## src/rtl/dism_pkg.sv

```systemverilog
// Package for the implode size meter: codes, phases, handshake structs and
// the fixed canonical code tables, built at elaboration from run-length lists.
// No dependencies.
package dism_pkg;

    typedef enum logic [2:0] {
        ST_OK     = 3'd0,
        ST_HEADER = 3'd1,
        ST_TRUNC  = 3'd2,
        ST_CODE   = 3'd3,
        ST_FAR    = 3'd4,
        ST_LIMIT  = 3'd5
    } t_status;

    typedef enum logic [3:0] {
        PH_HEAD0, PH_HEAD1, PH_FLAG, PH_RAWLIT, PH_HLIT, PH_HLEN, PH_HDIST,
        PH_LEXTRA, PH_DLOW
    } t_phase;

    typedef enum logic [1:0] {CS_IDLE, CS_RUN} t_ctrl_state;

    typedef enum logic [1:0] {TAB_LIT, TAB_LEN, TAB_DIST} t_table;

    typedef struct packed {
        logic load;
        logic step;
        logic restart;
    } t_dp_cmd;

    typedef struct packed {
        logic    stop;   // needs more bits
        logic    done;   // result reached
        t_status code;
    } t_dp_stat;

    localparam logic [9:0]  END_LENGTH   = 10'd519;
    localparam logic [29:0] LIMIT_RESET  = 30'd536870912;
    localparam int          CNT_DEPTH    = 17;
    localparam int          LIT_RLE_N    = 98;
    localparam int          LEN_RLE_N    = 6;
    localparam int          DIST_RLE_N   = 7;

    localparam logic [7:0] LIT_RLE [LIT_RLE_N] = '{
        8'd11, 8'd124, 8'd8, 8'd7, 8'd28, 8'd7, 8'd188, 8'd13, 8'd76, 8'd4, 8'd10, 8'd8,
        8'd12, 8'd10, 8'd12, 8'd10, 8'd8, 8'd23, 8'd8, 8'd9, 8'd7, 8'd6, 8'd7, 8'd8,
        8'd7, 8'd6, 8'd55, 8'd8, 8'd23, 8'd24, 8'd12, 8'd11, 8'd7, 8'd9, 8'd11, 8'd12,
        8'd6, 8'd7, 8'd22, 8'd5, 8'd7, 8'd24, 8'd6, 8'd11, 8'd9, 8'd6, 8'd7, 8'd22,
        8'd7, 8'd11, 8'd38, 8'd7, 8'd9, 8'd8, 8'd25, 8'd11, 8'd8, 8'd11, 8'd9, 8'd12,
        8'd8, 8'd12, 8'd5, 8'd38, 8'd5, 8'd38, 8'd5, 8'd11, 8'd7, 8'd5, 8'd6, 8'd21,
        8'd6, 8'd10, 8'd53, 8'd8, 8'd7, 8'd24, 8'd10, 8'd27, 8'd44, 8'd253, 8'd253,
        8'd253, 8'd252, 8'd252, 8'd252, 8'd13, 8'd12, 8'd45, 8'd12, 8'd45, 8'd12, 8'd61,
        8'd12, 8'd45, 8'd44, 8'd173};
    localparam logic [7:0] LEN_RLE [LEN_RLE_N] = '{8'd2, 8'd35, 8'd36, 8'd53, 8'd38, 8'd23};
    localparam logic [7:0] DIST_RLE [DIST_RLE_N] =
        '{8'd2, 8'd20, 8'd53, 8'd230, 8'd247, 8'd151, 8'd248};

    localparam logic [9:0] LEN_BASE [16] = '{10'd3, 10'd2, 10'd4, 10'd5, 10'd6, 10'd7,
        10'd8, 10'd9, 10'd10, 10'd12, 10'd16, 10'd24, 10'd40, 10'd72, 10'd136, 10'd264};
    localparam logic [3:0] LEN_EXTRA [16] = '{4'd0, 4'd0, 4'd0, 4'd0, 4'd0, 4'd0, 4'd0,
        4'd0, 4'd1, 4'd2, 4'd3, 4'd4, 4'd5, 4'd6, 4'd7, 4'd8};

    typedef logic [8:0] t_cnt_tab [CNT_DEPTH];
    typedef logic [7:0] t_sym_tab [256];
    typedef logic [3:0] t_len_list [256];

    function automatic int rle_n(input t_table t);
        case (t)
            TAB_LIT: return LIT_RLE_N;
            TAB_LEN: return LEN_RLE_N;
            default: return DIST_RLE_N;
        endcase
    endfunction

    function automatic logic [7:0] rle_at(input t_table t, input int i);
        case (t)
            TAB_LIT: return LIT_RLE[i];
            TAB_LEN: return LEN_RLE[i];
            default: return DIST_RLE[i];
        endcase
    endfunction

    function automatic int tab_cap(input t_table t);
        case (t)
            TAB_LIT: return 256;
            TAB_LEN: return 16;
            default: return 64;
        endcase
    endfunction

    // number of entries after expansion, clipped to the table capacity
    function automatic int tab_used(input t_table t);
        logic [7:0] e;
        int         i;
        int         k;
        k = 0;
        for (i = 0; i < rle_n(t); i++) begin
            e = rle_at(t, i);
            k += int'(e[7:4]) + 1;
        end
        return (k < tab_cap(t)) ? k : tab_cap(t);
    endfunction

    // expanded code lengths, clipped to the table capacity
    function automatic t_len_list expand(input t_table t);
        t_len_list lens;
        logic [7:0] e;
        int         i;
        int         j;
        int         k;
        k = 0;
        for (i = 0; i < 256; i++) lens[i] = 4'd0;
        for (i = 0; i < rle_n(t); i++) begin
            e = rle_at(t, i);
            for (j = 0; j <= int'(e[7:4]); j++) begin
                if (k < tab_cap(t)) begin
                    lens[k] = e[3:0];
                    k++;
                end
            end
        end
        return lens;
    endfunction

    function automatic t_cnt_tab build_counts(input t_table t, input int mb);
        t_len_list lens;
        t_cnt_tab  cnt;
        int        k;
        int        i;
        lens = expand(t);
        k    = tab_used(t);
        for (i = 0; i < CNT_DEPTH; i++) cnt[i] = 9'd0;
        for (i = 0; i < k; i++)
            if (int'(lens[i]) <= mb) cnt[lens[i]] = cnt[lens[i]] + 9'd1;
        return cnt;
    endfunction

    function automatic t_sym_tab build_syms(input t_table t, input int mb);
        t_len_list lens;
        t_cnt_tab  cnt;
        t_sym_tab  syms;
        int        offs [CNT_DEPTH + 1];
        int        k;
        int        i;
        int        l;
        lens = expand(t);
        k    = tab_used(t);
        cnt  = build_counts(t, mb);
        for (i = 0; i < 256; i++) syms[i] = 8'd0;
        for (i = 0; i <= CNT_DEPTH; i++) offs[i] = 0;
        for (l = 1; l < mb; l++) offs[l + 1] = offs[l] + int'(cnt[l]);
        for (i = 0; i < k; i++) begin
            l = int'(lens[i]);
            if (l != 0 && l <= mb) begin
                if (offs[l] < tab_cap(t)) syms[offs[l]] = 8'(i);
                offs[l]++;
            end
        end
        return syms;
    endfunction

endpackage

```

## src/rtl/dism_in_if.sv

```systemverilog
// Input channel: one stream byte per item with its end marker.
// Depends on nothing.
interface dism_in_if;
    logic       valid;
    logic       ready;
    logic [7:0] packed_byte;
    logic       last_byte;

    modport source(output valid, output packed_byte, output last_byte, input ready);
    modport sink(input valid, input packed_byte, input last_byte, output ready);
endinterface

```

## src/rtl/dism_out_if.sv

```systemverilog
// Result channel: status and measured size.
// Depends on nothing.
interface dism_out_if;
    logic        valid;
    logic        ready;
    logic [2:0]  status;
    logic [29:0] produced_size;

    modport source(output valid, output status, output produced_size, input ready);
    modport sink(input valid, input status, input produced_size, output ready);
endinterface

```

## src/rtl/dism_dp.sv

```systemverilog
// Decoder datapath: bit buffer, Huffman walker, length/distance and count.
// Performs one step of a decode phase per step command. Depends on dism_pkg.
module dism_dp #(
    parameter int MAX_CODE_BITS = 13,
    parameter int COUNT_WIDTH   = 30
) (
    input  logic                   i_clk,
    input  logic                   i_rst_n,
    input  dism_pkg::t_dp_cmd      i_cmd,
    input  logic [7:0]             i_byte,
    input  logic                   i_cfg_we,
    input  logic [29:0]            i_cfg_wdata,
    output dism_pkg::t_dp_stat     o_stat,
    output logic [COUNT_WIDTH-1:0] o_count
);
    localparam int HW   = MAX_CODE_BITS + 2;
    localparam int SW   = $clog2(MAX_CODE_BITS + 2);
    localparam int SUMW = ((COUNT_WIDTH > 30) ? COUNT_WIDTH : 30) + 2;
    localparam dism_pkg::t_cnt_tab LIT_CNT  = dism_pkg::build_counts(dism_pkg::TAB_LIT,
                                                                     MAX_CODE_BITS);
    localparam dism_pkg::t_cnt_tab LEN_CNT  = dism_pkg::build_counts(dism_pkg::TAB_LEN,
                                                                     MAX_CODE_BITS);
    localparam dism_pkg::t_cnt_tab DIST_CNT = dism_pkg::build_counts(dism_pkg::TAB_DIST,
                                                                     MAX_CODE_BITS);
    localparam dism_pkg::t_sym_tab LIT_SYM  = dism_pkg::build_syms(dism_pkg::TAB_LIT,
                                                                   MAX_CODE_BITS);
    localparam dism_pkg::t_sym_tab LEN_SYM  = dism_pkg::build_syms(dism_pkg::TAB_LEN,
                                                                   MAX_CODE_BITS);
    localparam dism_pkg::t_sym_tab DIST_SYM = dism_pkg::build_syms(dism_pkg::TAB_DIST,
                                                                   MAX_CODE_BITS);
    localparam logic [9:0] LIT_USED  = 10'(dism_pkg::tab_used(dism_pkg::TAB_LIT));
    localparam logic [9:0] LEN_USED  = 10'(dism_pkg::tab_used(dism_pkg::TAB_LEN));
    localparam logic [9:0] DIST_USED = 10'(dism_pkg::tab_used(dism_pkg::TAB_DIST));

    logic [23:0]            r_buf, n_buf;
    logic [4:0]             r_held, n_held;
    dism_pkg::t_phase       r_phase, n_phase;
    logic [HW-1:0]          r_code, n_code;
    logic [HW-1:0]          r_first, n_first;
    logic [8:0]             r_index, n_index;
    logic [SW-1:0]          r_step, n_step;
    logic [9:0]             r_mlen, n_mlen;
    logic [5:0]             r_dhigh, n_dhigh;
    logic                   r_litc, n_litc;
    logic [2:0]             r_dict, n_dict;
    logic [COUNT_WIDTH-1:0] r_count, n_count;
    logic [29:0]            r_limit;

    logic [3:0]      need;
    logic [7:0]      v8;
    logic [23:0]     shifted;
    logic [4:0]      load_at;
    logic [8:0]      cnt;
    logic [4:0]      step_idx;
    logic [HW-1:0]   code_bit;
    logic [HW-1:0]   first_sum;
    logic [8:0]      idx;
    logic [9:0]      used;
    logic [7:0]      sym;
    logic [SW-1:0]   step_inc;
    logic [9:0]      amount;
    logic [SUMW-1:0] psum;
    logic            over;
    logic [14:0]     back_dist;
    dism_pkg::t_dp_stat stat;

    assign load_at  = (r_held > 5'd16) ? 5'd16 : r_held;
    assign step_idx = 5'(r_step);
    assign step_inc = r_step + SW'(1);

    always_comb begin
        n_buf = r_buf; n_held = r_held; n_phase = r_phase;
        n_code = r_code; n_first = r_first; n_index = r_index; n_step = r_step;
        n_mlen = r_mlen; n_dhigh = r_dhigh; n_litc = r_litc; n_dict = r_dict;
        n_count = r_count;
        stat = '{stop: 1'b0, done: 1'b0, code: dism_pkg::ST_OK};

        case (r_phase)
            dism_pkg::PH_HEAD0, dism_pkg::PH_HEAD1, dism_pkg::PH_RAWLIT: need = 4'd8;
            dism_pkg::PH_LEXTRA: need = dism_pkg::LEN_EXTRA[r_mlen[3:0]];
            dism_pkg::PH_DLOW:   need = (r_mlen == 10'd2) ? 4'd2 : {1'b0, r_dict};
            default:             need = 4'd1;
        endcase
        v8      = r_buf[7:0] & 8'((9'd1 << need) - 9'd1);
        shifted = r_buf >> need;

        case (r_phase)
            dism_pkg::PH_HLIT: begin
                cnt = LIT_CNT[step_idx]; used = LIT_USED;
            end
            dism_pkg::PH_HLEN: begin
                cnt = LEN_CNT[step_idx]; used = LEN_USED;
            end
            default: begin
                cnt = DIST_CNT[step_idx]; used = DIST_USED;
            end
        endcase
        if (int'(r_step) > MAX_CODE_BITS) cnt = 9'd0;
        // code bits arrive inverted
        code_bit  = r_code | {{(HW-1){1'b0}}, ~r_buf[0]};
        first_sum = r_first + HW'(cnt);
        idx       = r_index + 9'(code_bit - r_first);
        case (r_phase)
            dism_pkg::PH_HLIT: sym = LIT_SYM[idx[7:0]];
            dism_pkg::PH_HLEN: sym = LEN_SYM[idx[7:0]];
            default:           sym = DIST_SYM[idx[7:0]];
        endcase

        amount    = (r_phase == dism_pkg::PH_DLOW) ? r_mlen : 10'd1;
        psum      = SUMW'(r_count) + SUMW'(amount);
        over      = (psum > SUMW'(r_limit)) || ((psum >> COUNT_WIDTH) != '0);
        back_dist = (15'(r_dhigh) << need) + 15'(v8) + 15'd1;

        if (5'(need) > r_held) begin
            stat.stop = 1'b1;
        end else begin
            n_buf  = shifted;
            n_held = r_held - 5'(need);
            case (r_phase)
                dism_pkg::PH_HEAD0: begin
                    if (v8 > 8'd1) begin
                        stat.done = 1'b1; stat.code = dism_pkg::ST_HEADER;
                    end
                    n_litc  = v8[0];
                    n_phase = dism_pkg::PH_HEAD1;
                end
                dism_pkg::PH_HEAD1: begin
                    if (v8 < 8'd4 || v8 > 8'd6) begin
                        stat.done = 1'b1; stat.code = dism_pkg::ST_HEADER;
                    end
                    n_dict  = v8[2:0];
                    n_phase = dism_pkg::PH_FLAG;
                end
                dism_pkg::PH_FLAG: begin
                    if (v8[0])       n_phase = dism_pkg::PH_HLEN;
                    else if (r_litc) n_phase = dism_pkg::PH_HLIT;
                    else             n_phase = dism_pkg::PH_RAWLIT;
                    n_code = '0; n_first = '0; n_index = '0; n_step = SW'(1);
                end
                dism_pkg::PH_RAWLIT: begin
                    if (over) begin
                        stat.done = 1'b1; stat.code = dism_pkg::ST_LIMIT;
                    end
                    n_count = psum[COUNT_WIDTH-1:0];
                    n_phase = dism_pkg::PH_FLAG;
                end
                dism_pkg::PH_HLIT, dism_pkg::PH_HLEN, dism_pkg::PH_HDIST: begin
                    if (code_bit < first_sum) begin
                        n_code = '0; n_first = '0; n_index = '0; n_step = SW'(1);
                        if ({1'b0, idx} >= used) begin
                            stat.done = 1'b1; stat.code = dism_pkg::ST_CODE;
                        end else if (r_phase == dism_pkg::PH_HLIT) begin
                            if (over) begin
                                stat.done = 1'b1; stat.code = dism_pkg::ST_LIMIT;
                            end
                            n_count = psum[COUNT_WIDTH-1:0];
                            n_phase = dism_pkg::PH_FLAG;
                        end else if (r_phase == dism_pkg::PH_HLEN) begin
                            n_mlen  = {6'd0, sym[3:0]};
                            n_phase = dism_pkg::PH_LEXTRA;
                        end else begin
                            n_dhigh = sym[5:0];
                            n_phase = dism_pkg::PH_DLOW;
                        end
                    end else begin
                        n_index = r_index + cnt;
                        n_first = first_sum << 1;
                        n_code  = code_bit << 1;
                        n_step  = step_inc;
                        if (int'(step_inc) > MAX_CODE_BITS) begin
                            stat.done = 1'b1; stat.code = dism_pkg::ST_CODE;
                        end
                    end
                end
                dism_pkg::PH_LEXTRA: begin
                    n_mlen = dism_pkg::LEN_BASE[r_mlen[3:0]] + 10'(v8);
                    if (n_mlen == dism_pkg::END_LENGTH) begin
                        stat.done = 1'b1; stat.code = dism_pkg::ST_OK;
                    end
                    n_code = '0; n_first = '0; n_index = '0; n_step = SW'(1);
                    n_phase = dism_pkg::PH_HDIST;
                end
                default: begin
                    if (SUMW'(back_dist) > SUMW'(r_count)) begin
                        stat.done = 1'b1; stat.code = dism_pkg::ST_FAR;
                    end else if (over) begin
                        stat.done = 1'b1; stat.code = dism_pkg::ST_LIMIT;
                    end
                    n_count = psum[COUNT_WIDTH-1:0];
                    n_phase = dism_pkg::PH_FLAG;
                end
            endcase
        end
    end

    always_ff @(posedge i_clk) begin
        if (!i_rst_n) begin
            r_limit <= dism_pkg::LIMIT_RESET;
        end else if (i_cfg_we) begin
            r_limit <= i_cfg_wdata;
        end
    end

    always_ff @(posedge i_clk) begin
        if (!i_rst_n || i_cmd.restart) begin
            r_buf <= '0; r_held <= '0; r_phase <= dism_pkg::PH_HEAD0;
            r_code <= '0; r_first <= '0; r_index <= '0; r_step <= SW'(1);
            r_mlen <= '0; r_dhigh <= '0; r_litc <= 1'b0; r_dict <= '0;
            r_count <= '0;
        end else if (i_cmd.load) begin
            r_buf  <= r_buf | (24'(i_byte) << load_at);
            r_held <= load_at + 5'd8;
        end else if (i_cmd.step && !stat.stop && !stat.done) begin
            r_buf <= n_buf; r_held <= n_held; r_phase <= n_phase;
            r_code <= n_code; r_first <= n_first; r_index <= n_index; r_step <= n_step;
            r_mlen <= n_mlen; r_dhigh <= n_dhigh; r_litc <= n_litc; r_dict <= n_dict;
            r_count <= n_count;
        end
    end

    assign o_stat  = stat;
    assign o_count = r_count;
endmodule

```

## src/rtl/dism_ctrl.sv

```systemverilog
// Sequencing controller: takes bytes, runs decode steps, holds the result.
// Depends on dism_pkg.
module dism_ctrl #(
    parameter int COUNT_WIDTH = 30
) (
    input  logic                   i_clk,
    input  logic                   i_rst_n,
    input  logic                   i_in_valid,
    input  logic                   i_in_last,
    output logic                   o_in_ready,
    output logic                   o_out_valid,
    input  logic                   i_out_ready,
    output logic [2:0]             o_status,
    output logic [29:0]            o_size,
    output dism_pkg::t_dp_cmd      o_cmd,
    input  dism_pkg::t_dp_stat     i_stat,
    input  logic [COUNT_WIDTH-1:0] i_count
);
    dism_pkg::t_ctrl_state r_state, n_state;
    logic                  r_skip, n_skip;
    logic                  r_last, n_last;
    logic                  r_out_valid, n_out_valid;
    logic [2:0]            r_status, n_status;
    logic [29:0]           r_size, n_size;
    logic                  out_free;
    logic [COUNT_WIDTH+29:0] count_ext;

    assign out_free  = !r_out_valid || i_out_ready;
    assign count_ext = {30'd0, i_count};

    always_ff @(posedge i_clk) begin
        if (!i_rst_n) begin
            r_state <= dism_pkg::CS_IDLE;
            r_skip  <= 1'b0;
            r_last  <= 1'b0;
            r_out_valid <= 1'b0;
        end else begin
            r_state <= n_state;
            r_skip  <= n_skip;
            r_last  <= n_last;
            r_out_valid <= n_out_valid;
        end
    end

    always_ff @(posedge i_clk) begin
        r_status <= n_status;
        r_size   <= n_size;
    end

    always_comb begin
        n_state = r_state; n_skip = r_skip; n_last = r_last;
        n_out_valid = r_out_valid && !i_out_ready;
        n_status = r_status; n_size = r_size;
        o_cmd = '{load: 1'b0, step: 1'b0, restart: 1'b0};
        o_in_ready = 1'b0;
        case (r_state)
            dism_pkg::CS_IDLE: begin
                o_in_ready = 1'b1;
                if (i_in_valid) begin
                    if (r_skip) begin
                        if (i_in_last) begin
                            o_cmd.restart = 1'b1;
                            n_skip = 1'b0;
                        end
                    end else begin
                        o_cmd.load = 1'b1;
                        n_last  = i_in_last;
                        n_state = dism_pkg::CS_RUN;
                    end
                end
            end
            dism_pkg::CS_RUN: begin
                if (out_free) begin
                    o_cmd.step = 1'b1;
                    if (i_stat.done || (i_stat.stop && r_last)) begin
                        n_out_valid = 1'b1;
                        n_status = i_stat.done ? i_stat.code : dism_pkg::ST_TRUNC;
                        n_size = (i_stat.done && i_stat.code == dism_pkg::ST_OK) ?
                                 count_ext[29:0] : 30'd0;
                        o_cmd.restart = r_last;
                        n_skip  = !r_last;
                        n_state = dism_pkg::CS_IDLE;
                    end else if (i_stat.stop) begin
                        n_state = dism_pkg::CS_IDLE;
                    end
                end
            end
            default: n_state = dism_pkg::CS_IDLE;
        endcase
    end

    assign o_out_valid = r_out_valid;
    assign o_status    = r_status;
    assign o_size      = r_size;
endmodule

```

## src/rtl/dcl_implode_size_meter.sv

```systemverilog
// Implode stream size meter, top level.
// A byte is taken while idle, then the datapath steps once per decode phase
// (once per Huffman code bit) until a step finds too few bits, and the controller
// goes back to idle for the next byte. A result is registered and shows the cycle
// after it is found; while it waits, decode steps are held off.
// Reset (synchronous, active low) clears the decoder and sets the limit.
module dcl_implode_size_meter #(
    parameter int MAX_CODE_BITS = 13,
    parameter int COUNT_WIDTH   = 30
) (
    input  logic        i_clk,
    input  logic        i_rst_n,
    dism_in_if.sink     i_in,
    dism_out_if.source  o_out,
    input  logic        i_cfg_we,
    input  logic [29:0] i_cfg_wdata
);
    dism_pkg::t_dp_cmd      cmd;
    dism_pkg::t_dp_stat     stat;
    logic [COUNT_WIDTH-1:0] count;

    dism_dp #(.MAX_CODE_BITS(MAX_CODE_BITS), .COUNT_WIDTH(COUNT_WIDTH)) u_dp (
        .i_clk, .i_rst_n, .i_cmd(cmd), .i_byte(i_in.packed_byte),
        .i_cfg_we, .i_cfg_wdata, .o_stat(stat), .o_count(count)
    );

    dism_ctrl #(.COUNT_WIDTH(COUNT_WIDTH)) u_ctrl (
        .i_clk, .i_rst_n,
        .i_in_valid(i_in.valid), .i_in_last(i_in.last_byte), .o_in_ready(i_in.ready),
        .o_out_valid(o_out.valid), .i_out_ready(o_out.ready),
        .o_status(o_out.status), .o_size(o_out.produced_size),
        .o_cmd(cmd), .i_stat(stat), .i_count(count)
    );
endmodule

```

## src/flat_wrapper.sv

```systemverilog
// flat-port wrapper written by rule: the top's interface ports become plain ports
module dcl_implode_size_meter_flat 
#(
    parameter int MAX_CODE_BITS = 13,
    parameter int COUNT_WIDTH   = 30
)
  (i_clk, i_rst_n, i_cfg_we, i_cfg_wdata, i_in_valid, i_in_packed_byte, i_in_last_byte, i_in_ready, o_out_valid, o_out_status, o_out_produced_size, o_out_ready);
  dism_in_if i_in_i ();
  dism_out_if o_out_i ();
  input  logic i_clk;
  input  logic i_rst_n;
  input  logic i_cfg_we;
  input  logic [29:0] i_cfg_wdata;
  input wire logic [$bits(i_in_i.valid)-1:0] i_in_valid;
  input wire logic [$bits(i_in_i.packed_byte)-1:0] i_in_packed_byte;
  input wire logic [$bits(i_in_i.last_byte)-1:0] i_in_last_byte;
  output wire logic [$bits(i_in_i.ready)-1:0] i_in_ready;
  output wire logic [$bits(o_out_i.valid)-1:0] o_out_valid;
  output wire logic [$bits(o_out_i.status)-1:0] o_out_status;
  output wire logic [$bits(o_out_i.produced_size)-1:0] o_out_produced_size;
  input wire logic [$bits(o_out_i.ready)-1:0] o_out_ready;
  assign i_in_i.valid = i_in_valid;
  assign i_in_i.packed_byte = i_in_packed_byte;
  assign i_in_i.last_byte = i_in_last_byte;
  assign i_in_ready = i_in_i.ready;
  assign o_out_valid = o_out_i.valid;
  assign o_out_status = o_out_i.status;
  assign o_out_produced_size = o_out_i.produced_size;
  assign o_out_i.ready = o_out_ready;
  dcl_implode_size_meter #(.MAX_CODE_BITS(MAX_CODE_BITS), .COUNT_WIDTH(COUNT_WIDTH)) u_core (.i_clk(i_clk), .i_rst_n(i_rst_n), .i_in(i_in_i), .o_out(o_out_i), .i_cfg_we(i_cfg_we), .i_cfg_wdata(i_cfg_wdata));
endmodule
```

## config.mk

```make
export PLATFORM = sky130hd
export DESIGN_NAME = dcl_implode_size_meter_flat
export DESIGN_NICKNAME = d
export VERILOG_FILES = /design/src/rtl/dism_pkg.sv /design/src/rtl/dism_in_if.sv /design/src/rtl/dism_out_if.sv /design/src/rtl/dism_dp.sv /design/src/rtl/dism_ctrl.sv /design/src/rtl/dcl_implode_size_meter.sv /design/src/flat_wrapper.sv
export SDC_FILE = /design/constraint.sdc
export NUM_CORES = 1
export LEC_CHECK = 0
export BUFFER_PORTS_ARGS = -buffer_cell sky130_fd_sc_hd__clkbuf_2
export CORE_ASPECT_RATIO = 1.75
export CORE_UTILIZATION = 30
export DETAILED_ROUTE_END_ITERATION = 10
export PLACE_DENSITY = 0.44
export SYNTH_ARGS = -nofsm -noshare
export SYNTH_HDL_FRONTEND = slang
export SYNTH_SLANG_ARGS = --single-unit
```

## constraint.sdc

```tcl
create_clock -name i_clk -period 8 [get_ports i_clk]
set_input_delay 1.6 -clock i_clk [delete_from_list [all_inputs] [get_ports i_clk]]
set_output_delay 1.6 -clock i_clk [all_outputs]
set_load 0.05 [all_outputs]
```

; ---- Word level (Yosys, flattened, before mapping)
; Memory sizes are Yosys's and may differ from the RTL's.
; Index checks and enable logic that the tools add are counted.
[word_totals]
mem_bits_ro = 5184
mem_count = 7
inputBits = 44
register_bits = 194
output_inout_bits = 35
[classes]
bitwise = 14
mux = 90
n_eq_ne = 22
shifts = 4
n_addsub = 12
reduce_logical = 40
order_cmp = 14
[mem_list]
columns = memory, depth, width, read_ports, rd_ports_with_merged_regs, wr, line
row1 = (name not given), 256, 8, 1, 0, 0, dism_dp.sv:106  ; default: sym = DIST_SYM[idx[7:0]];
row2 = (name not given), 256, 8, 1, 0, 0, dism_dp.sv:105  ; dism_pkg::PH_HLEN: sym = LEN_SYM[idx[7:0]];
row3 = (name not given), 32, 9, 1, 0, 0, dism_dp.sv:95  ; cnt = DIST_CNT[step_idx]; used = DIST_USED;
row4 = (name not given), 32, 9, 1, 0, 0, dism_dp.sv:92  ; cnt = LEN_CNT[step_idx]; used = LEN_USED;
row5 = (name not given), 32, 9, 1, 0, 0, dism_dp.sv:89  ; cnt = LIT_CNT[step_idx]; used = LIT_USED;
row6 = (name not given), 16, 10, 1, 0, 0, dism_dp.sv:176  ; n_mlen = dism_pkg::LEN_BASE[r_mlen[3:0]] + 10'(v8);
row7 = 1 more memories, n/a, n/a, n/a, n/a, n/a, n/a
[ops]
columns = op, n
row1 = $mux W30, 3
row2 = $mux W24, 3
row3 = $mux W9, 8
row4 = $mux W10, 7
row5 = $mux W4, 17
row6 = $pmux W15 S2, 2
row7 = $pmux W30 S2, 1
row8 = $pmux W9 S2, 3
row9 = $reduce_bool A32 Y1, 1
row10 = $add A30 B10 Y31, 1
row11 = $gt A31 B30 Y1, 1
row12 = $gt A15 B30 Y1, 1
row13 = $mux W15, 2
row14 = $mux W6, 5
row15 = $or A24 B24 Y24, 1
row16 = $pmux W4 S6, 1
row17 = $shl A8 B5 Y24, 1
row18 = $shr A24 B4 Y24, 1
row19 = $mux W5, 4
row20 = $pmux W10 S2, 1
row21 = $reduce_and A4 Y1, 5
row22 = $add A9 B9 Y9, 2
row23 = $mux W1, 18
row24 = $ne A2 B2 Y1 const B, 9
row25 = other kinds (59), 98

; ---- Logic depth before layout (Yosys ltp)
[logic_depth]
ltp_word = 22
mapped_depth = 37

; ---- By module
; From an unflattened synthesis, not the netlist that was laid out.
[unflattened]
hier_cells = 1870
hier_area_um2 = 15287.2
[modules_own_cells]
columns = module, area_each_um2, seq_area_each_um2, instances, cells_per_inst
row1 = dism_dp, 13818.3, 3083.0, 1, 1773
row2 = dism_ctrl, 1468.9, 1071.0, 1, 97

; ---- Worst setup path after synthesis
; OpenSTA, ideal clock, no wires.
[synth_path]
kind = flip-flop to flip-flop
from = register u_core.u_dp.r_mlen[1]
to = register u_core.u_ctrl.r_size[0], in the netlist u_core.u_ctrl.o_size[0], enable pin
required_ns = 7.566
arrival_time_ns = 6.866
setup_slack_ns = 0.700
path_stages_with_launch = 31
period_less_slack_ns = 7.300
path_buffers = 1
path_cell_list = dfxtp_1 -> ha_1 -> nor4b_1 -> nand3_1 -> a311oi_2 -> buf_2 -> and3_1 -> inv_1 -> ha_1 -> nand2b_1 -> inv_1 -> ha_1 -> nor2b_1 -> o21ai_0 -> a21boi_0 -> o21ai_0 -> nand2b_1 -> o221ai_1 -> a21o_1 -> nor2_1 -> nand2_1 -> xor2_1 -> ha_1 -> nand3_1 -> nor2_1 -> o21ai_0 -> o221ai_1 -> nand2_1 -> nand3_1 -> nand3_1 -> a21oi_1
[synth_via]
elab_chain_len = 16
elab_cells_between_ends = 43
cone_classes = 5 x add/sub / 6 x order compare / 2 x eq/ne / 2 x shift / 18 x mux / 2 x bitwise / 6 x reduce/logical / 2 x memory
[synth_lines]
columns = item, line
row1 = from (decl), dism_dp.sv:42  ; logic [9:0] r_mlen, n_mlen;
row2 = from (signal assigned), dism_dp.sv:216  ; r_mlen <= n_mlen; r_dhigh <= n_dhigh; r_litc <= n_litc; r_dict <= n_dict;
row3 = $not A4 Y5 (implied by the code), dism_dp.sv:80  ; dism_pkg::PH_LEXTRA: need = dism_pkg::LEN_EXTRA[r_mlen[3:0]];
row4 = $mem_v2 Z16 W4, n/a
row5 = $mux W4 (implied by the code) (2 in series), dism_dp.sv:80
row6 = $pmux W4 S3 (*), dism_dp.sv:78  ; case (r_phase)
row7 = $shl A1 B4 Y8 (*), dism_dp.sv:84  ; v8 = r_buf[7:0] & 8'((9'd1 << need) - 9'd1);
row8 = $sub A8 B1 Y8 (*), dism_dp.sv:84
row9 = $and A8 B8 Y8 (*), dism_dp.sv:84
row10 = named net u_core.u_dp.v8[1], dism_dp.sv:50  ; logic [7:0] v8;
row11 = $add A15 B8 Y15, dism_dp.sv:112  ; back_dist = (15'(r_dhigh) << need) + 15'(v8) + 15'd1;
row12 = $add A15 B1 Y15, dism_dp.sv:112
row13 = $gt A15 B30 Y1, dism_dp.sv:184  ; if (SUMW'(back_dist) > SUMW'(r_count)) begin
row14 = $mux W4, dism_dp.sv:184
row15 = $pmux W4 S6 (*), dism_dp.sv:119  ; case (r_phase)
row16 = $mux W4 (*), dism_dp.sv:114  ; if (5'(need) > r_held) begin
row17 = $logic_or A1 B1 Y1 (*), dism_ctrl.sv:75  ; if (i_stat.done || (i_stat.stop && r_last)) begin
row18 = $reduce_and A3 Y1 (no source line) (*), n/a
row19 = to (signal assigned), dism_ctrl.sv:47  ; r_size <= n_size;
row20 = to (decl), dism_ctrl.sv:24  ; logic [29:0] r_size, n_size;
; Mark *: on every way through the listed nets, which the timed path passes. The rest lies on a longest branch. The select of a mux whose other input is x is not followed.
; A chain may end at the register's enable or synchronous reset.

; ---- Final worst setup path
[layout_path]
from = register u_core.u_dp.r_phase[2]
to = register u_core.u_dp.r_index[7]
[layout_via]
elab_cells_between_ends = 65
cone_classes = 7 x add/sub / 8 x order compare / 9 x eq/ne / 2 x shift / 21 x mux / 2 x bitwise / 16 x reduce/logical
[layout_rtl]
columns = item, line
row1 = from (decl), dism_dp.sv:37  ; dism_pkg::t_phase r_phase, n_phase;
row2 = from (signal assigned), dism_dp.sv:214  ; r_buf <= n_buf; r_held <= n_held; r_phase <= n_phase;
row3 = $eq A4 B4 Y1 (*), dism_dp.sv:109  ; amount = (r_phase == dism_pkg::PH_DLOW) ? r_mlen : 10'd1;
row4 = $mux W10 (*), dism_dp.sv:109
row5 = $add A30 B10 Y31 (*), dism_dp.sv:110  ; psum = SUMW'(r_count) + SUMW'(amount);
row6 = named net u_core.u_dp.psum[23], dism_dp.sv:62  ; logic [SUMW-1:0] psum;
row7 = $gt A31 B30 Y1 (*), dism_dp.sv:111  ; over = (psum > SUMW'(r_limit)) || ((psum >> COUNT_WIDTH) != '0);
row8 = $logic_or A1 B1 Y1 (*), dism_dp.sv:111
row9 = $mux W4 (*), "dism_dp.sv:141, dism_dp.sv:153, dism_dp.sv:186"
row10 = $mux W4, dism_dp.sv:152  ; end else if (r_phase == dism_pkg::PH_HLIT) begin
row11 = $mux W4, dism_dp.sv:150  ; if ({1'b0, idx} >= used) begin
row12 = $mux W4, dism_dp.sv:148  ; if (code_bit < first_sum) begin
row13 = $pmux W4 S6 (*), dism_dp.sv:119
row14 = $mux W4 (*), dism_dp.sv:114
row15 = $logic_or A1 B1 Y1, dism_ctrl.sv:75
row16 = $mux W1, dism_ctrl.sv:75
row17 = $mux W2, dism_ctrl.sv:73  ; if (out_free) begin
row18 = $pmux W1 S2, dism_ctrl.sv:56  ; case (r_state)
row19 = $logic_or A1 B1 Y1, dism_dp.sv:205  ; if (!i_rst_n || i_cmd.restart) begin
row20 = to (signal assigned), dism_dp.sv:215  ; r_code <= n_code; r_first <= n_first; r_index <= n_index; r_step <= n_step;
row21 = to (decl), dism_dp.sv:40  ; logic [8:0] r_index, n_index;
; Mark *: on every way through the listed nets, which the timed path passes. The rest lies on a longest branch.

==> impl_metrics.env <==
export IMPL_outcome="complete, no violations"
export IMPL_min_period_over_period_pct=93.38
export IMPL_cp_required_ns=8.41
export IMPL_die_w_um=171.4
export IMPL_crit_chain="nor3_1, buf_4, nand2_1, nor2_1, ha_1, o21ai_0, o21bai_1, a31oi_1, o21ai_0, o21a_1, o21ai_0, nor2_1, xor2_1, ha_1, nand2_1, or4_1, nand3b_1, or4_1, o211a_1, o22ai_1, and4b_2, nand3_4, or4_1, a21oi_1"
export IMPL_cts_tree="built"
export IMPL_clk_pin_slew_ns=0.08
export IMPL_cts_setup_buffers=0
export IMPL_power_leakage_nw=6.938
export IMPL_clock_sink_count=191
export IMPL_fin_cells=2578
export IMPL_synth_edf_count=33
export IMPL_grt_max_degree=51
export IMPL_worstHoldStart="u_core.u_dp.r_dict[0]"
export IMPL_fill_cells=5241
export IMPL_wl_per_cell_um=20.25
export IMPL_setup_tns_ns=0
export IMPL_place_inst=2546
export IMPL_finalSetupViolations=0
export IMPL_max_freq_ghz=0.1339
export IMPL_clk_latency_ns=0.48
export IMPL_r2r_slack_ns=0.53
export IMPL_rsz0062_at_grt="no"
export IMPL_initialDrtViolationCount=770
export IMPL_peakVddDrop_uv=165.1
export IMPL_antenna_found_initial=0
export IMPL_yosysSeqAreaShare_pct=27.58
export IMPL_grt_pass1_vias=13828
export IMPL_crit_path_end_kind="register"
export IMPL_whs_path_depth=2
export IMPL_rows=108
export IMPL_cts_made_buffers=17
export IMPL_drtAntennaViolNets=0
export IMPL_yosysUniqueCellTypes=87
export IMPL_grt_ovfl_total=0
export IMPL_register_area_mm2=0.004155
export IMPL_track_usage_pct=20.81
export IMPL_holdBufCountCts=0
export IMPL_final_area_mm2=0.01687
export IMPL_syn_instance_count=1874
export IMPL_initial_core_util_pct=30.37
export IMPL_htree_levels=4
export IMPL_dr_total_vias=13729
export IMPL_max_stage_delay_ns=0.63
export IMPL_grt_pass1_wl_um=80160
export IMPL_syn_nets=2059
export IMPL_yosysWarnings=0
export IMPL_start_kind="register"
export IMPL_io_pins=79
export IMPL_critPathKind="reg -> reg"
export IMPL_drive_above_1_share_pct=10.38
export IMPL_r2r_start="u_core.u_dp.r_phase[2]"
export IMPL_gp_congestion=0.9061
export IMPL_diodes=0
export IMPL_nNetsFinal=2090
export IMPL_worst_slew_pin_slew_ns=1.195
export IMPL_portBuffers=78
export IMPL_drc=0
export IMPL_placed_cell_area_mm2=0.01623
export IMPL_multi_input_area_mm2=0.01004
export IMPL_dr_pass1_iters=5
export IMPL_reg2regPathDepth=24
export IMPL_syn_area_per_cell_um2=8.037
export IMPL_viasPerCell=5.325
export IMPL_cts_resized=0
export IMPL_worst_path_max_fanout=33
export IMPL_final_setup_skew_ns=0.01931
export IMPL_ys_ff_latch=191
export IMPL_crit_slowest_cell="or4_1"
export IMPL_hpwl_um=41220
export IMPL_root_buffer="clkbuf_16"
export IMPL_die_h_um=298.4
export IMPL_maxCapViolations=0
export IMPL_clk_path_buf_depth=2
export IMPL_fin_crit_ns=7.471
export IMPL_synthFlopType="dfxtp_1"
export IMPL_maxSlewHeadroom_pct=20.06
export IMPL_hp_class="reg -> reg"
export IMPL_synthesis_area_mm2=0.01506
export IMPL_maxSlewViolCount=0
export IMPL_synthToLayoutAreaGrowth_pct=12.04
export IMPL_worstPathArrival_ns=7.88
export IMPL_wirelength_um=52190
export IMPL_coreArea_mm2=0.04959
export IMPL_hold_end="u_core.u_dp.r_dict[0]"
export IMPL_p_per_area_mw_per_mm2=200.0
export IMPL_die_area_mm2=0.05114
export IMPL_r2r_end="u_core.u_dp.r_index[7]"
export IMPL_final_hold_violation_count=0
export IMPL_synthArstFlopShare_pct=0
[state kept, by name, summed over array words and instances, names as in the netlist, 3 cells and up]
| register | count |
|---|---|
| u_core.u_dp.r_buf | 24 |
| u_core.u_dp.r_dhigh | 6 |
| u_core.u_dp.r_dict | 3 |
| u_core.u_dp.r_step | 4 |
| u_core.u_dp.r_phase | 4 |
| u_core.u_dp.r_mlen | 10 |
| u_core.u_dp.r_code | 14 |
| u_core.u_ctrl.o_size | 30 |
| u_core.u_dp.o_count | 30 |
| u_core.u_dp.r_first | 14 |
| u_core.u_dp.r_held | 5 |
| u_core.u_dp.r_index | 9 |
| u_core.u_ctrl.o_status | 3 |
| u_core.u_dp.r_limit | 30 |
[power by group]
| part | switching, mW | leakage, nW | internal (mW) | total (mW) |
|---|---|---|---|---|
| registers | 0.111 | 1.60 | 1.07 | 1.18 |
| clock network | 0.466 | 0.299 | 0.479 | 0.946 |
| logic | 0.822 | 5.04 | 0.426 | 1.25 |
| total | 1.40 | 6.94 | 1.98 | 3.38 |
[final cells by class]
cell class / instances / share of cell area, %
multi-input cells: 1449 / 59.49
flip-flops and latches: 191 / 24.62
well taps: 660 / 4.894
repair buffers: 120 / 4.478
inverters: 126 / 2.803
clock buffers: 17 / 2.521
clock inverters: 15 / 1.194
[cell families (layout without fill, tap and decap cells)]
kind of cell | Yosys count | after routing | share of synthesized area [%]
and+or+nand+nor | 675 | 675 | 22.69
buffers and inverters | 234 | 278 | 6.247
DFF | 191 | 191 | 27.58
muxes | 112 | 112 | 7.460
AOI/OAI and AO/OA | 447 | 447 | 19.36
xor gates and xnor gates | 74 | 74 | 4.303
adders and majority gates | 141 | 141 | 12.36
[cells in the final DEF (no fill, tap or decap), types with 6 or more instances in the layout]
cell and count:
or4_1 17, a21oi_1 153, nand3_1 71, nor2b_1 53, clkbuf_16 17, xor2_1 31
and2_1 37, o21ai_0 81, o211ai_1 14, and3_1 22, buf_4 38, nor4_1 28
or2_2 9, inv_1 123, o21a_1 13, mux2i_1 110, edfxtp_1 33, clkbuf_2 78
a211oi_1 39, nor3_1 44, a21o_1 22, fa_1 13, nand2b_1 21, o22ai_1 6
nor2_1 140, a22oi_1 6, nand4_1 18, xnor2_1 43, nand2_1 160, or3_1 26
o21bai_1 7, o31ai_1 8, ha_1 128, a31oi_1 15, dfxtp_1 157, a221oi_1 6
[critical path: cells and delay by family (launching register included)]
family / cells / cell delay (ns)
compound gates: 9 / 2.12
xor+xnor: 1 / 0.16
fa+ha+maj: 2 / 0.68
buf+inv: 1 / 0.24
flops: 1 / 0.40
simple gates: 11 / 3.75
[cell usage after synthesis, drive strengths merged (26+ instances only)]
| cell type | instances | area share [%] |
|---|---|---|
| nand2 | 160 | 4.0 |
| dfxtp | 158 | 21 |
| a21oi | 157 | 5.3 |
| nor2 | 141 | 3.5 |
| ha | 128 | 11 |
| inv | 126 | 3.1 |
| mux2i | 110 | 7.3 |
| o21ai | 83 | 2.8 |
| nand3 | 72 | 2.5 |
| clkbuf | 63 | 1.6 |
| nor2b | 53 | 2.2 |
| buf | 45 | 1.5 |
| nor3 | 45 | 1.5 |
| xnor2 | 43 | 2.5 |
| a211oi | 41 | 2.1 |
| and2 | 38 | 1.6 |
| edfxtp | 33 | 6.6 |
| xor2 | 31 | 1.8 |
| nor4 | 28 | 1.2 |
| or3 | 26 | 1.1 |
[metrics by stage]
step	worst slack [ns]	total power, mW	hold WS [ns]	util (%)
2_1_floorplan	0.7001	2.033	0.4303	-
3_3_place_gp	0.3778	2.450	0.4419	32.72
3_5_place_dp	0.3709	2.452	0.4506	32.72
4_1_cts	0.3415	3.411	0.4610	33.99
5_1_grt	0.08535	3.573	0.4742	34.03
6_report	0.5293	3.376	0.4616	34.03
[worst max path at each step]
stage                                start  slack (ns)                 endpoint  depth (start not counted)
floorplan            u_core.u_dp.r_mlen[1]        0.70  u_core.u_ctrl.o_size[0]                         30
global placement     u_core.u_dp.r_step[1]        0.38   u_core.u_dp.r_index[8]                         26
detailed placement  u_core.u_dp.r_phase[2]        0.37   u_core.u_dp.r_index[7]                         24
CTS                 u_core.u_dp.r_phase[2]        0.34   u_core.u_dp.r_index[7]                         24
global route         u_core.u_dp.r_mlen[0]        0.09  u_core.u_dp.o_count[16]                         32
finish              u_core.u_dp.r_phase[2]        0.53   u_core.u_dp.r_index[7]                         24
[metal layers]
| layer | vias up | share of wire (%) | GRT usage [%] |
|---|---|---|---|
| met5 | - | 0 | 0 |
| met4 | 0 | 6.5 | 13.80 |
| met3 | 107 | 2.5 | 2.132 |
| met2 | 313 | 54 | 40.05 |
| met1 | 6536 | 37 | 20.55 |
| li1 | 6773 | - | - |
Power figures use the tool's default switching activity.
